$ cat config.mk
export PLATFORM = sky130hd
export DESIGN_NAME = dipolar_pair_energy_accumulator
export DESIGN_NICKNAME = d
export VERILOG_FILES = /design/src/rtl/dpea_pkg.sv /design/src/rtl/dpea_ctrl.sv /design/src/rtl/dpea_datapath.sv /design/src/rtl/dipolar_pair_energy_accumulator.sv
export SDC_FILE = /design/constraint.sdc
export NUM_CORES = 2
export LEC_CHECK = 0
export ABC_AREA = 1
export BUFFER_PORTS_ARGS = -buffer_cell sky130_fd_sc_hd__buf_2
export CORE_MARGIN = 2
export CORE_UTILIZATION = 60
export CTS_BUF_LIST = sky130_fd_sc_hd__clkbuf_8
export CTS_CLUSTER_DIAMETER = 150
export DETAILED_ROUTE_END_ITERATION = 16
export PLACE_DENSITY = 0.86
export REMOVE_ABC_BUFFERS = 1
export SLEW_MARGIN = 20
export SYNTH_ARGS = -nofsm -noshare
export SYNTH_HDL_FRONTEND = slang
export SYNTH_SLANG_ARGS = --single-unit
$ cat constraint.sdc
create_clock -name aclk -period 9.9 [get_ports aclk]
set_clock_uncertainty 0.2 [all_clocks]
set_input_delay 1.485 -clock aclk [delete_from_list [all_inputs] [get_ports aclk]]
set_output_delay 1.485 -clock aclk [all_outputs]
set_load 0.02 [all_outputs]
$ cat src/rtl/dpea_pkg.sv
// shared widths, codes and control types of the dipolar pair energy accumulator
`default_nettype none
package dpea_pkg;

    localparam int DIST_W     = 24;
    localparam int STR_W      = 32;
    localparam int IMG_W      = 3;
    localparam int CFG_IDX_W  = 2;
    localparam int MAG_W      = 27;
    localparam int SQ_W       = 2 * MAG_W;
    localparam int CUBE_W     = 3 * MAG_W;
    localparam int SUM_W      = 64;
    localparam int CNT_W      = 7;
    localparam int MAX_IMAGES = 4;

    localparam logic [IMG_W-1:0] MAX_IMG_CODE = IMG_W'(MAX_IMAGES);

    localparam logic [SUM_W-1:0] SUM_MIN = {1'b1, {(SUM_W-1){1'b0}}};
    localparam logic [SUM_W-1:0] SUM_MAX = {1'b0, {(SUM_W-1){1'b1}}};

    // term kinds
    localparam logic [1:0] KIND_BASE  = 2'd0;
    localparam logic [1:0] KIND_PLUS  = 2'd1;
    localparam logic [1:0] KIND_MINUS = 2'd2;

    // configuration register indexes
    localparam logic [CFG_IDX_W-1:0] CFG_STRENGTH    = 2'd0;
    localparam logic [CFG_IDX_W-1:0] CFG_IMAGE_COUNT = 2'd1;
    localparam logic [CFG_IDX_W-1:0] CFG_BOX_LENGTH  = 2'd2;

    typedef struct packed {
        logic       load;
        logic       sel;
        logic       sq;
        logic       cb_lo;
        logic       cb_hi;
        logic       div_step;
        logic       term;
        logic       acc;
        logic       adv;
        logic       emit;
        logic [1:0] kind;
    } dpea_cmd_t;

    typedef struct packed {
        logic div_last;
        logic out_free;
        logic last_item;
    } dpea_stat_t;

endpackage
`default_nettype wire

$ cat src/rtl/dpea_ctrl.sv
// controller state machine: sequences terms, multiplier steps and the divider
`default_nettype none
module dpea_ctrl (
    input  wire logic                          aclk,
    input  wire logic                          aresetn,
    input  wire logic                          s_tvalid,
    output logic                               s_tready,
    input  wire logic [dpea_pkg::IMG_W-1:0]    image_count,
    input  wire dpea_pkg::dpea_stat_t          stat,
    output dpea_pkg::dpea_cmd_t                cmd
);
    import dpea_pkg::*;

    localparam logic [3:0] ST_IDLE  = 4'd0;
    localparam logic [3:0] ST_SEL   = 4'd1;
    localparam logic [3:0] ST_SQ    = 4'd2;
    localparam logic [3:0] ST_CB_LO = 4'd3;
    localparam logic [3:0] ST_CB_HI = 4'd4;
    localparam logic [3:0] ST_DIV   = 4'd5;
    localparam logic [3:0] ST_TERM  = 4'd6;
    localparam logic [3:0] ST_ACC   = 4'd7;
    localparam logic [3:0] ST_ADV   = 4'd8;
    localparam logic [3:0] ST_FIN   = 4'd9;

    logic [3:0]       state_reg, state_next;
    logic [IMG_W-1:0] k_reg, k_next;
    logic [IMG_W-1:0] n_reg, n_next;
    logic [1:0]       kind_reg, kind_next;
    logic [IMG_W-1:0] k_clamped;

    assign k_clamped = (image_count > MAX_IMG_CODE) ? MAX_IMG_CODE : image_count;

    always_comb begin
        state_next = state_reg;
        k_next     = k_reg;
        n_next     = n_reg;
        kind_next  = kind_reg;
        cmd        = '0;
        cmd.kind   = kind_reg;
        s_tready   = 1'b0;
        unique case (state_reg)
            ST_IDLE: begin
                s_tready = 1'b1;
                if (s_tvalid) begin
                    cmd.load   = 1'b1;
                    k_next     = k_clamped;
                    n_next     = '0;
                    kind_next  = KIND_BASE;
                    state_next = ST_SEL;
                end
            end
            ST_SEL: begin
                cmd.sel    = 1'b1;
                state_next = ST_SQ;
            end
            ST_SQ: begin
                cmd.sq     = 1'b1;
                state_next = ST_CB_LO;
            end
            ST_CB_LO: begin
                cmd.cb_lo  = 1'b1;
                state_next = ST_CB_HI;
            end
            ST_CB_HI: begin
                cmd.cb_hi  = 1'b1;
                state_next = ST_DIV;
            end
            ST_DIV: begin
                cmd.div_step = 1'b1;
                if (stat.div_last) begin
                    state_next = ST_TERM;
                end
            end
            ST_TERM: begin
                cmd.term   = 1'b1;
                state_next = ST_ACC;
            end
            ST_ACC: begin
                cmd.acc = 1'b1;
                if (kind_reg == KIND_PLUS) begin
                    kind_next  = KIND_MINUS;
                    state_next = ST_SEL;
                end else if (n_reg == k_reg) begin
                    state_next = ST_FIN;
                end else begin
                    state_next = ST_ADV;
                end
            end
            ST_ADV: begin
                cmd.adv    = 1'b1;
                n_next     = n_reg + 1'b1;
                kind_next  = KIND_PLUS;
                state_next = ST_SEL;
            end
            ST_FIN: begin
                if (!stat.last_item) begin
                    state_next = ST_IDLE;
                end else if (stat.out_free) begin
                    cmd.emit   = 1'b1;
                    state_next = ST_IDLE;
                end
            end
            default: begin
                state_next = ST_IDLE;
            end
        endcase
    end

    always_ff @(posedge aclk) begin
        if (!aresetn) begin
            state_reg <= ST_IDLE;
            k_reg     <= '0;
            n_reg     <= '0;
            kind_reg  <= KIND_BASE;
        end else begin
            state_reg <= state_next;
            k_reg     <= k_next;
            n_reg     <= n_next;
            kind_reg  <= kind_next;
        end
    end

endmodule
`default_nettype wire

$ cat src/rtl/dpea_datapath.sv
// datapath: divisor select, shared multiplier, bit-serial divider, saturating sum
`default_nettype none
module dpea_datapath (
    input  wire logic                          aclk,
    input  wire logic                          aresetn,
    input  wire dpea_pkg::dpea_cmd_t           cmd,
    output dpea_pkg::dpea_stat_t               stat,
    input  wire logic [dpea_pkg::DIST_W-1:0]   s_distance,
    input  wire logic                          s_last,
    input  wire logic [dpea_pkg::STR_W-1:0]    strength,
    input  wire logic [dpea_pkg::DIST_W-1:0]   box_length,
    input  wire logic                          m_tready,
    output logic                               m_tvalid,
    output logic [dpea_pkg::SUM_W-1:0]         m_energy,
    output logic                               m_saturated
);
    import dpea_pkg::*;

    logic [DIST_W-1:0] x_reg;
    logic              last_reg;
    logic [MAG_W-1:0]  nl_reg;
    logic [MAG_W-1:0]  mag_reg;
    logic              dneg_reg;
    logic [SQ_W-1:0]   m2_reg;
    logic [CUBE_W-1:0] cube_reg;
    logic [CUBE_W-1:0] rem_reg;
    logic [SUM_W-1:0]  q_reg;
    logic              qov_reg;
    logic [CNT_W-1:0]  cnt_reg;
    logic [SUM_W-1:0]  term_reg;
    logic [SUM_W-1:0]  sum_reg;
    logic              flag_reg;
    logic              out_valid_reg;
    logic [SUM_W-1:0]  out_energy_reg;
    logic              out_sat_reg;

    // divisor base
    logic [MAG_W-1:0] x_ext, mag_sel;
    logic             nl_lt_x;

    assign x_ext   = MAG_W'(x_reg);
    assign nl_lt_x = nl_reg < x_ext;

    always_comb begin
        case (cmd.kind)
            KIND_PLUS:  mag_sel = x_ext + nl_reg;
            KIND_MINUS: mag_sel = nl_lt_x ? (x_ext - nl_reg) : (nl_reg - x_ext);
            default:    mag_sel = x_ext;
        endcase
    end

    // shared 27x27 multiplier for square and the two cube partial products
    logic [MAG_W-1:0] mul_a;
    logic [SQ_W-1:0]  prod;

    always_comb begin
        if (cmd.sq) begin
            mul_a = mag_reg;
        end else if (cmd.cb_lo) begin
            mul_a = m2_reg[MAG_W-1:0];
        end else begin
            mul_a = m2_reg[SQ_W-1:MAG_W];
        end
    end

    assign prod = SQ_W'(mul_a) * SQ_W'(mag_reg);

    // restoring division of |D| * 2^64 by the cube, one quotient bit per cycle
    logic              s_neg;
    logic [STR_W-1:0]  a_mag;
    logic              div_bit;
    logic [CUBE_W:0]   r_sh;
    logic [CUBE_W+1:0] diff;
    logic              ge;

    assign s_neg   = strength[STR_W-1];
    assign a_mag   = s_neg ? (STR_W'(0) - strength) : strength;
    // numerator bits 95..64 carry |D|
    assign div_bit = (cnt_reg[CNT_W-1:CNT_W-2] == 2'b10) ? a_mag[cnt_reg[4:0]] : 1'b0;
    assign r_sh    = {rem_reg, div_bit};
    assign diff    = {1'b0, r_sh} - {2'b00, cube_reg};
    assign ge      = !diff[CUBE_W+1];

    // signed, saturated term
    logic             neg, mag_zero, a_zero, big;
    logic [SUM_W-1:0] lim, q_sat, term_val;
    logic             term_flag;

    assign neg      = s_neg ^ dneg_reg;
    assign mag_zero = (mag_reg == '0);
    assign a_zero   = (strength == '0);
    assign lim      = neg ? SUM_MIN : SUM_MAX;
    assign big      = qov_reg || (q_reg > lim);
    assign q_sat    = big ? lim : q_reg;

    always_comb begin
        if (mag_zero) begin
            term_flag = 1'b1;
            if (a_zero) begin
                term_val = '0;
            end else begin
                term_val = s_neg ? SUM_MIN : SUM_MAX;
            end
        end else if (a_zero) begin
            term_flag = 1'b0;
            term_val  = '0;
        end else begin
            term_flag = big;
            term_val  = neg ? (SUM_W'(0) - q_sat) : q_sat;
        end
    end

    // saturating accumulate
    logic [SUM_W-1:0] add_r;
    logic             add_ovf;

    assign add_r   = sum_reg + term_reg;
    assign add_ovf = (~(sum_reg[SUM_W-1] ^ term_reg[SUM_W-1])) &
                     (sum_reg[SUM_W-1] ^ add_r[SUM_W-1]);

    always_ff @(posedge aclk) begin
        if (cmd.load) begin
            x_reg    <= s_distance;
            last_reg <= s_last;
            nl_reg   <= '0;
        end
        if (cmd.adv) begin
            nl_reg <= nl_reg + MAG_W'(box_length);
        end
        if (cmd.sel) begin
            mag_reg  <= mag_sel;
            dneg_reg <= (cmd.kind == KIND_MINUS) && nl_lt_x;
        end
        if (cmd.sq) begin
            m2_reg <= prod;
        end
        if (cmd.cb_lo) begin
            cube_reg <= CUBE_W'(prod);
        end
        if (cmd.cb_hi) begin
            cube_reg <= cube_reg + {prod, {MAG_W{1'b0}}};
            rem_reg  <= '0;
            q_reg    <= '0;
            qov_reg  <= 1'b0;
            cnt_reg  <= '1;
        end
        if (cmd.div_step) begin
            rem_reg <= ge ? diff[CUBE_W-1:0] : r_sh[CUBE_W-1:0];
            q_reg   <= {q_reg[SUM_W-2:0], ge};
            qov_reg <= qov_reg | q_reg[SUM_W-1];
            cnt_reg <= cnt_reg - 1'b1;
        end
        if (cmd.term) begin
            term_reg <= term_val;
        end
        if (cmd.emit) begin
            out_energy_reg <= sum_reg;
            out_sat_reg    <= flag_reg;
        end
    end

    always_ff @(posedge aclk) begin
        if (!aresetn) begin
            sum_reg       <= '0;
            flag_reg      <= 1'b0;
            out_valid_reg <= 1'b0;
        end else begin
            if (cmd.term && term_flag) begin
                flag_reg <= 1'b1;
            end
            if (cmd.acc) begin
                if (add_ovf) begin
                    sum_reg  <= sum_reg[SUM_W-1] ? SUM_MIN : SUM_MAX;
                    flag_reg <= 1'b1;
                end else begin
                    sum_reg <= add_r;
                end
            end
            if (cmd.emit) begin
                sum_reg       <= '0;
                flag_reg      <= 1'b0;
                out_valid_reg <= 1'b1;
            end else if (m_tready) begin
                out_valid_reg <= 1'b0;
            end
        end
    end

    assign stat.div_last  = (cnt_reg == '0);
    assign stat.out_free  = !out_valid_reg || m_tready;
    assign stat.last_item = last_reg;

    assign m_tvalid    = out_valid_reg;
    assign m_energy    = out_energy_reg;
    assign m_saturated = out_sat_reg;

endmodule
`default_nettype wire

$ cat src/rtl/dipolar_pair_energy_accumulator.sv
// Dipolar pair energy accumulator. Each accepted distance x adds D/x^3 and, for
// n = 1 to image_count (clamped to 4), D/(x+nL)^3 and D/(nL-x)^3 to a saturating
// Q32.32 running sum; a transaction with tlast set returns the total on m_tdata
// and the saturation flag on m_tuser, then clears both. Every term runs through
// one shared bit-serial divider that produces one of 128 quotient bits per cycle,
// so a term runs through select, three multiplier steps, 128 divide steps, term
// and accumulate. One item is in work at a time; the result register lets the
// next item be accepted while a total still waits on the output.
`default_nettype none
module dipolar_pair_energy_accumulator (
    input  wire logic        aclk,
    input  wire logic        aresetn,
    input  wire logic        s_tvalid,
    output logic             s_tready,
    input  wire logic [23:0] s_tdata,    // [23:0] distance
    input  wire logic        s_tlast,
    output logic             m_tvalid,
    input  wire logic        m_tready,
    output logic [63:0]      m_tdata,    // [63:0] energy
    output logic [0:0]       m_tuser,    // [0] saturated
    input  wire logic        cfg_valid,
    output logic             cfg_ready,
    input  wire logic [1:0]  cfg_index,
    input  wire logic [31:0] cfg_data
);
    import dpea_pkg::*;

    logic [STR_W-1:0]  strength_reg;
    logic [IMG_W-1:0]  image_count_reg;
    logic [DIST_W-1:0] box_length_reg;
    dpea_cmd_t         cmd;
    dpea_stat_t        stat;
    logic              saturated;

    assign cfg_ready = 1'b1;

    always_ff @(posedge aclk) begin
        if (!aresetn) begin
            strength_reg    <= STR_W'(65536);
            image_count_reg <= '0;
            box_length_reg  <= '1;
        end else if (cfg_valid) begin
            unique case (cfg_index)
                CFG_STRENGTH:    strength_reg    <= cfg_data[STR_W-1:0];
                CFG_IMAGE_COUNT: image_count_reg <= cfg_data[IMG_W-1:0];
                CFG_BOX_LENGTH:  box_length_reg  <= cfg_data[DIST_W-1:0];
                default: begin
                end
            endcase
        end
    end

    dpea_ctrl u_ctrl (
        .aclk        (aclk),
        .aresetn     (aresetn),
        .s_tvalid    (s_tvalid),
        .s_tready    (s_tready),
        .image_count (image_count_reg),
        .stat        (stat),
        .cmd         (cmd)
    );

    dpea_datapath u_datapath (
        .aclk        (aclk),
        .aresetn     (aresetn),
        .cmd         (cmd),
        .stat        (stat),
        .s_distance  (s_tdata),
        .s_last      (s_tlast),
        .strength    (strength_reg),
        .box_length  (box_length_reg),
        .m_tready    (m_tready),
        .m_tvalid    (m_tvalid),
        .m_energy    (m_tdata),
        .m_saturated (saturated)
    );

    assign m_tuser = saturated;

endmodule
`default_nettype wire

**Word-level counts from Yosys, hierarchy flattened**

Index checks and enable logic that the tools add are counted.

- Register bits: 634
- Input port bits: 64
- Output and inout bits: 68
- Logic and storage cells: 155

- Add/subtract/negate cells: 11
- $mul: 1
- Order comparisons: 4
- Equal/unequal tests: 19
- Multiplexer cells: 64
- Bitwise gates (word level): 7
- Reductions and logical operators: 25

Operator list:

| operator | count |
|---|---|
| $mux 64 | 11 |
| $mux 81 | 5 |
| $mux 27 | 5 |
| $sub 82x81->83 | 1 |
| $add 81x81->81 | 1 |
| $add 64x64->64 | 1 |
| $gt 64x64->1 | 1 |
| $sub 1x64->64 const A | 1 |
| $mul 27x27->54 | 1 |
| $pmux 27 s2 | 1 |
| $pmux 4 s10 | 1 |
| $logic_not 32->1 | 1 |
| $mux 32 | 1 |
| $sub 1x32->32 const A | 1 |
| $add 24x27->27 | 1 |
| $add 27x24->27 | 1 |
| $logic_not 27->1 | 1 |
| $lt 27x24->1 | 1 |
| $sub 24x27->27 | 1 |
| $sub 27x24->27 | 1 |
| $mux 1 | 26 |
| $mux 4 | 5 |
| $eq 4x3->1 const B | 4 |
| $mux 7 | 2 |
| 33 further kinds | 56 |

**Longest topological paths before layout**

- Depth after elaboration: 10
- Mapped depth: 54

**Modules after synthesis**

Synthesis repeated with hierarchy kept, for this count alone.

- Cell total of the unflattened synthesis: 9456
- Area, all modules: 71718.8 um^2

Modules (own cells, without submodules):

| module | instances | cells an instance | area each (um^2) |
|---|---|---|---|
| dpea_datapath | 1 | 9007 | 68463.2 |
| dipolar_pair_energy_accumulator | 1 | 342 | 2541.2 |
| dpea_ctrl | 1 | 107 | 714.4 |

**Worst setup path after synthesis**

Ideal clock, no wire load.

- Kind: register -> register
- Start point: reg u_ctrl.state_reg[0]
- End point: reg u_datapath.cube_reg[79] (data pin)
- Arrival: 9.720 ns
- Required time: 9.447 ns
- Path slack: -0.273 ns
- Stages on the path, launching flop included: 50
- Clock period less this slack: 10.173 ns
- Cells stage by stage: dfxtp_1 nand2_1 nor2_1 clkbuf_1 clkbuf_1 nand2_1 nand3_1 o21ai_0 inv_1 clkbuf_1 nand2_1 fa_1 inv_1 fa_1 inv_1 fa_1 inv_1 fa_1 (+14 left out) a21boi_1 o21ai_1 nand2_1 inv_1 or2_1 ha_1 nand2_1 inv_1 a21oi_1 o21ai_0 a21oi_1 nand3_1 a21o_1 a21boi_0 o21a_1 nand2_1 nand2_1 nor2_1

- Word-level cells in the longest chain between the ends: 7

Ends and longest elaborated chain:

| item | line | RTL |
|---|---|---|
| start: declaration | dpea_ctrl.sv:25 | `logic [3:0] state_reg, state_next;` |
| start signal: assignment | dpea_ctrl.sv:116 | `state_reg <= state_next;` |
| $eq 4x2->1 | dpea_ctrl.sv:41 | `unique case (state_reg)` |
| $mux 1 | dpea_ctrl.sv:41 |  |
| $mux 27 | dpea_datapath.sv:59 | `end else if (cmd.cb_lo) begin` |
| $mux 27 * | dpea_datapath.sv:57 | `if (cmd.sq) begin` |
| $mul 27x27->54 * | dpea_datapath.sv:66 | `assign prod = SQ_W'(mul_a) * SQ_W'(mag_reg);` |
| named net u_datapath.prod[43] | dpea_datapath.sv:54 | `logic [SQ_W-1:0] prod;` |
| $add 81x81->81 * | dpea_datapath.sv:141 | `cube_reg <= cube_reg + {prod, {MAG_W{1'b0}}};` |
| $mux 81 * | dpea_datapath.sv:140 | `if (cmd.cb_hi) begin` |
| end signal: assignment | dpea_datapath.sv:138 | `cube_reg <= CUBE_W'(prod);` |
| end signal: assignment | dpea_datapath.sv:141 |  |
| end: declaration | dpea_datapath.sv:25 | `logic [CUBE_W-1:0] cube_reg;` |

The timed path passes the listed nets; every way through them passes the cells marked *.
A chain may end at the register's enable or synchronous reset.

**Final worst setup path**

- Start point: reg u_ctrl.state_reg[1]
- End point: reg u_datapath.cube_reg[80] (data pin)

Same word-level chain as after synthesis.

==> results.json <==
{
  "status": "completed",
  "synth_cell_type_count": 65,
  "worst_pin_slew_ps": 1060,
  "fmax_mhz": 103,
  "yosysTopAreaCell": "edfxtp_1",
  "viasPerCell": 5.94,
  "n_fill_cell": 9822,
  "die-height_um": 347,
  "max_stage_delay_ps": 530,
  "crit_type": "flop to flop",
  "drv_slew": 0,
  "cts_buffers": 108,
  "port_buffers": 130,
  "postRouteAntennaNets": 0,
  "yosysTopAreaCellShare_pct": 21.2,
  "min_period_ps": 9750,
  "grt_pass1_vias": 65958,
  "wire_per_inst_um": 21.9,
  "synth_area_sq_um": 70500,
  "drive_above_1_share_pct": 10.8,
  "num_io_pins": 132,
  "max_slew_margin_pct": 29.1,
  "clk_pin_slew_ps": 70,
  "setup_viol": 0,
  "rows": 125,
  "cts_root_buffer": "clkbuf_8",
  "drc": 0,
  "crit_path_top_delay_cell": "fa_1",
  "rsz0062_at_grt": "true",
  "synth-seq-cells": 634,
  "final_nets": 10960,
  "synth_flop_cell": "edfxtp_1",
  "period_share_pct": 98.4,
  "start_util_pct": 60.6,
  "grt_pass1_wl_um": 377000,
  "hold_class": "flop to flop",
  "synth-async-reset-ratio_pct": 0,
  "synth_area_leaders": "edfxtp_1 21%, fa_1 18%, ha_1 10%, inv_1 9.2%, nand2_1 8.6%",
  "synth_area_per_cell_sq_um": 7.64,
  "arrival_ps": 10160,
  "cts_hold_buf": 0,
  "yosysSeqAreaShare_pct": 25.1,
  "core_sq_um": 116000,
  "dr.first_iter.drc_count": 7378,
  "start_kind": "flop",
  "cp_max_fo": 11,
  "dpl_worst_slack_ps": -269,
  "clockBufferDepth": 3,
  "cp-end-kind": "flop",
  "synth_enable_flop_cells": 497,
  "antenna_found_initial": 8,
  "clock-sinks": 634,
  "synthCells": 9221,
  "die_x_um": 347,
  "routed_wl_um": 248000,
  "place_congestion": 1.07,
  "h-tree-depth": 3,
  "vias": 67199,
  "place_hpwl_um": 200000,
  "grt_max_degree": 154,
  "grt_util_all_layers_pct": 40.7,
  "ys.warnings.count": 0,
  "layout_setup_ws_ps": 154,
  "dieArea_sq_um": 120000,
  "clk_latency_ps": 870,
  "cap_viol_max_count": 0,
  "overflow": 0,
  "dr.pass1.iters": 6,
  "required_ps": 10310,
  "cts_tree": "yes",
  "area_delta_synth_final_pct": 12.6,
  "final_hold_viol_count": 0
}
-- path summary, 6_finish.rpt --
path | cells after the start | slack, ps | to | from
hold / removal | 0 | 270 | u_datapath.m_energy[7] | u_datapath.sum_reg[7]
hold reg to reg | 0 | 270 | u_datapath.m_energy[7] | u_datapath.sum_reg[7]
setup / recovery | 48 | 150 | u_datapath.cube_reg[80] | u_ctrl.state_reg[1]
setup reg to reg | 48 | 150 | u_datapath.cube_reg[80] | u_ctrl.state_reg[1]
-- final cells by class --
type | instances | area [sq um] | area share (%)
clock buffer | 120 | 1650 | 2.08
sequential | 634 | 17700 | 22.3
tap | 1524 | 1910 | 2.40
clock inverter | 80 | 734 | 0.926
inverter | 1756 | 6620 | 8.35
multi-input combinational | 6534 | 45800 | 57.7
antenna | 5 | 12.5 | 0.0158
timing repair buffer | 668 | 4930 | 6.21
-- synth_stat cells (all sizes together) (14+ instances only) --
library cell  count
nor3             72
xor2            102
fa              631
buf              53
ha              563
o21a             60
nand3b           14
a21boi           28
edfxtp          497
o211ai           52
dfxtp           137
o21ai           643
o221ai           16
clkinv           24
a31oi           131
nand3           412
o21bai           14
inv            1732
o31ai            17
nand4            52
nor2           1084
clkbuf          244
xnor2            96
a21oi           799
nand2          1619
nor4             18
or2              29
-- stage by stage --
| step | cell area, sq um | util (%) | cells | hold WS, ps | setup TNS (ps) |
|---|---|---|---|---|---|
| floorplan | 69200 | - | 8924 | 209 | -79280 |
| global placement | 75800 | 65.2 | 11079 | 240 | -58.7 |
| detailed placement | 75800 | 65.2 | 11079 | 246 | -615 |
| CTS | 78300 | 67.3 | 11283 | 263 | 0 |
| global route | 79300 | 68.2 | 11319 | 275 | -513 |
| finish | 79300 | 68.2 | 11321 | 268 | 0 |
-- kinds of logic after synthesis --
logic type,Yosys count,synth area share [%]
AOI/OAI and AO/OA,1830,14.3
muxes,2,0.0284
adders and majority gates,1194,27.9
other,1,0.00532
and+or+nand+nor,3309,19.2
DFF,634,25.1
buffers and inverters,2053,11.1
xor gates and xnor gates,198,2.46
-- layout by cell type (no fill, tap or decap), types with 23 or more instances in the layout --
cell,synthesis,routed
inv_1,1731,1743
nand2_1,1612,1602
nor2_1,1067,1047
a21oi_1,796,771
fa_1,631,626
o21ai_0,601,580
ha_1,563,547
buf_4,6,513
edfxtp_1,497,497
nand3_1,406,398
dfxtp_1,137,136
buf_2,27,131
a31oi_1,131,128
clkbuf_8,0,120
xor2_1,102,95
xnor2_1,96,83
nor3_1,70,67
o21a_1,60,60
o211ai_1,52,52
o21ai_1,40,51
nand4_1,51,51
clkinv_1,24,29
or2_2,26,26
a21oi_2,3,23
-- metal layers --
metal  GRT usage, %  up-vias  share of wire (%)
met2           63.1     3930                 44
met5              0        -              0.029
met3           7.94      877                 11
met1           54.0    31665                 39
li1               -    30717                  -
met4           21.9       10                6.3
-- critical path, delay by kind of cell, from the launching register on --
kind                     cells  cell delay, ps
XOR/XNOR                     1             250
buffers and inverters       17            1950
adder cells (fa/ha/maj)      9            4220
AO/OA/AOI/OAI                8            1000
AND/OR/NAND/NOR             13            1530
flip-flops                   1             360
-- repair_timing --
action,in CTS,in global routing
gates resized for setup,16,163
gates cloned,0,2
endpoints found under the setup margin,9,30
pin swaps,3,35
setup buffers,4,31
Power is not shown: default switching activity piles up to over one toggle a cycle in this logic, so the estimate is an artifact.
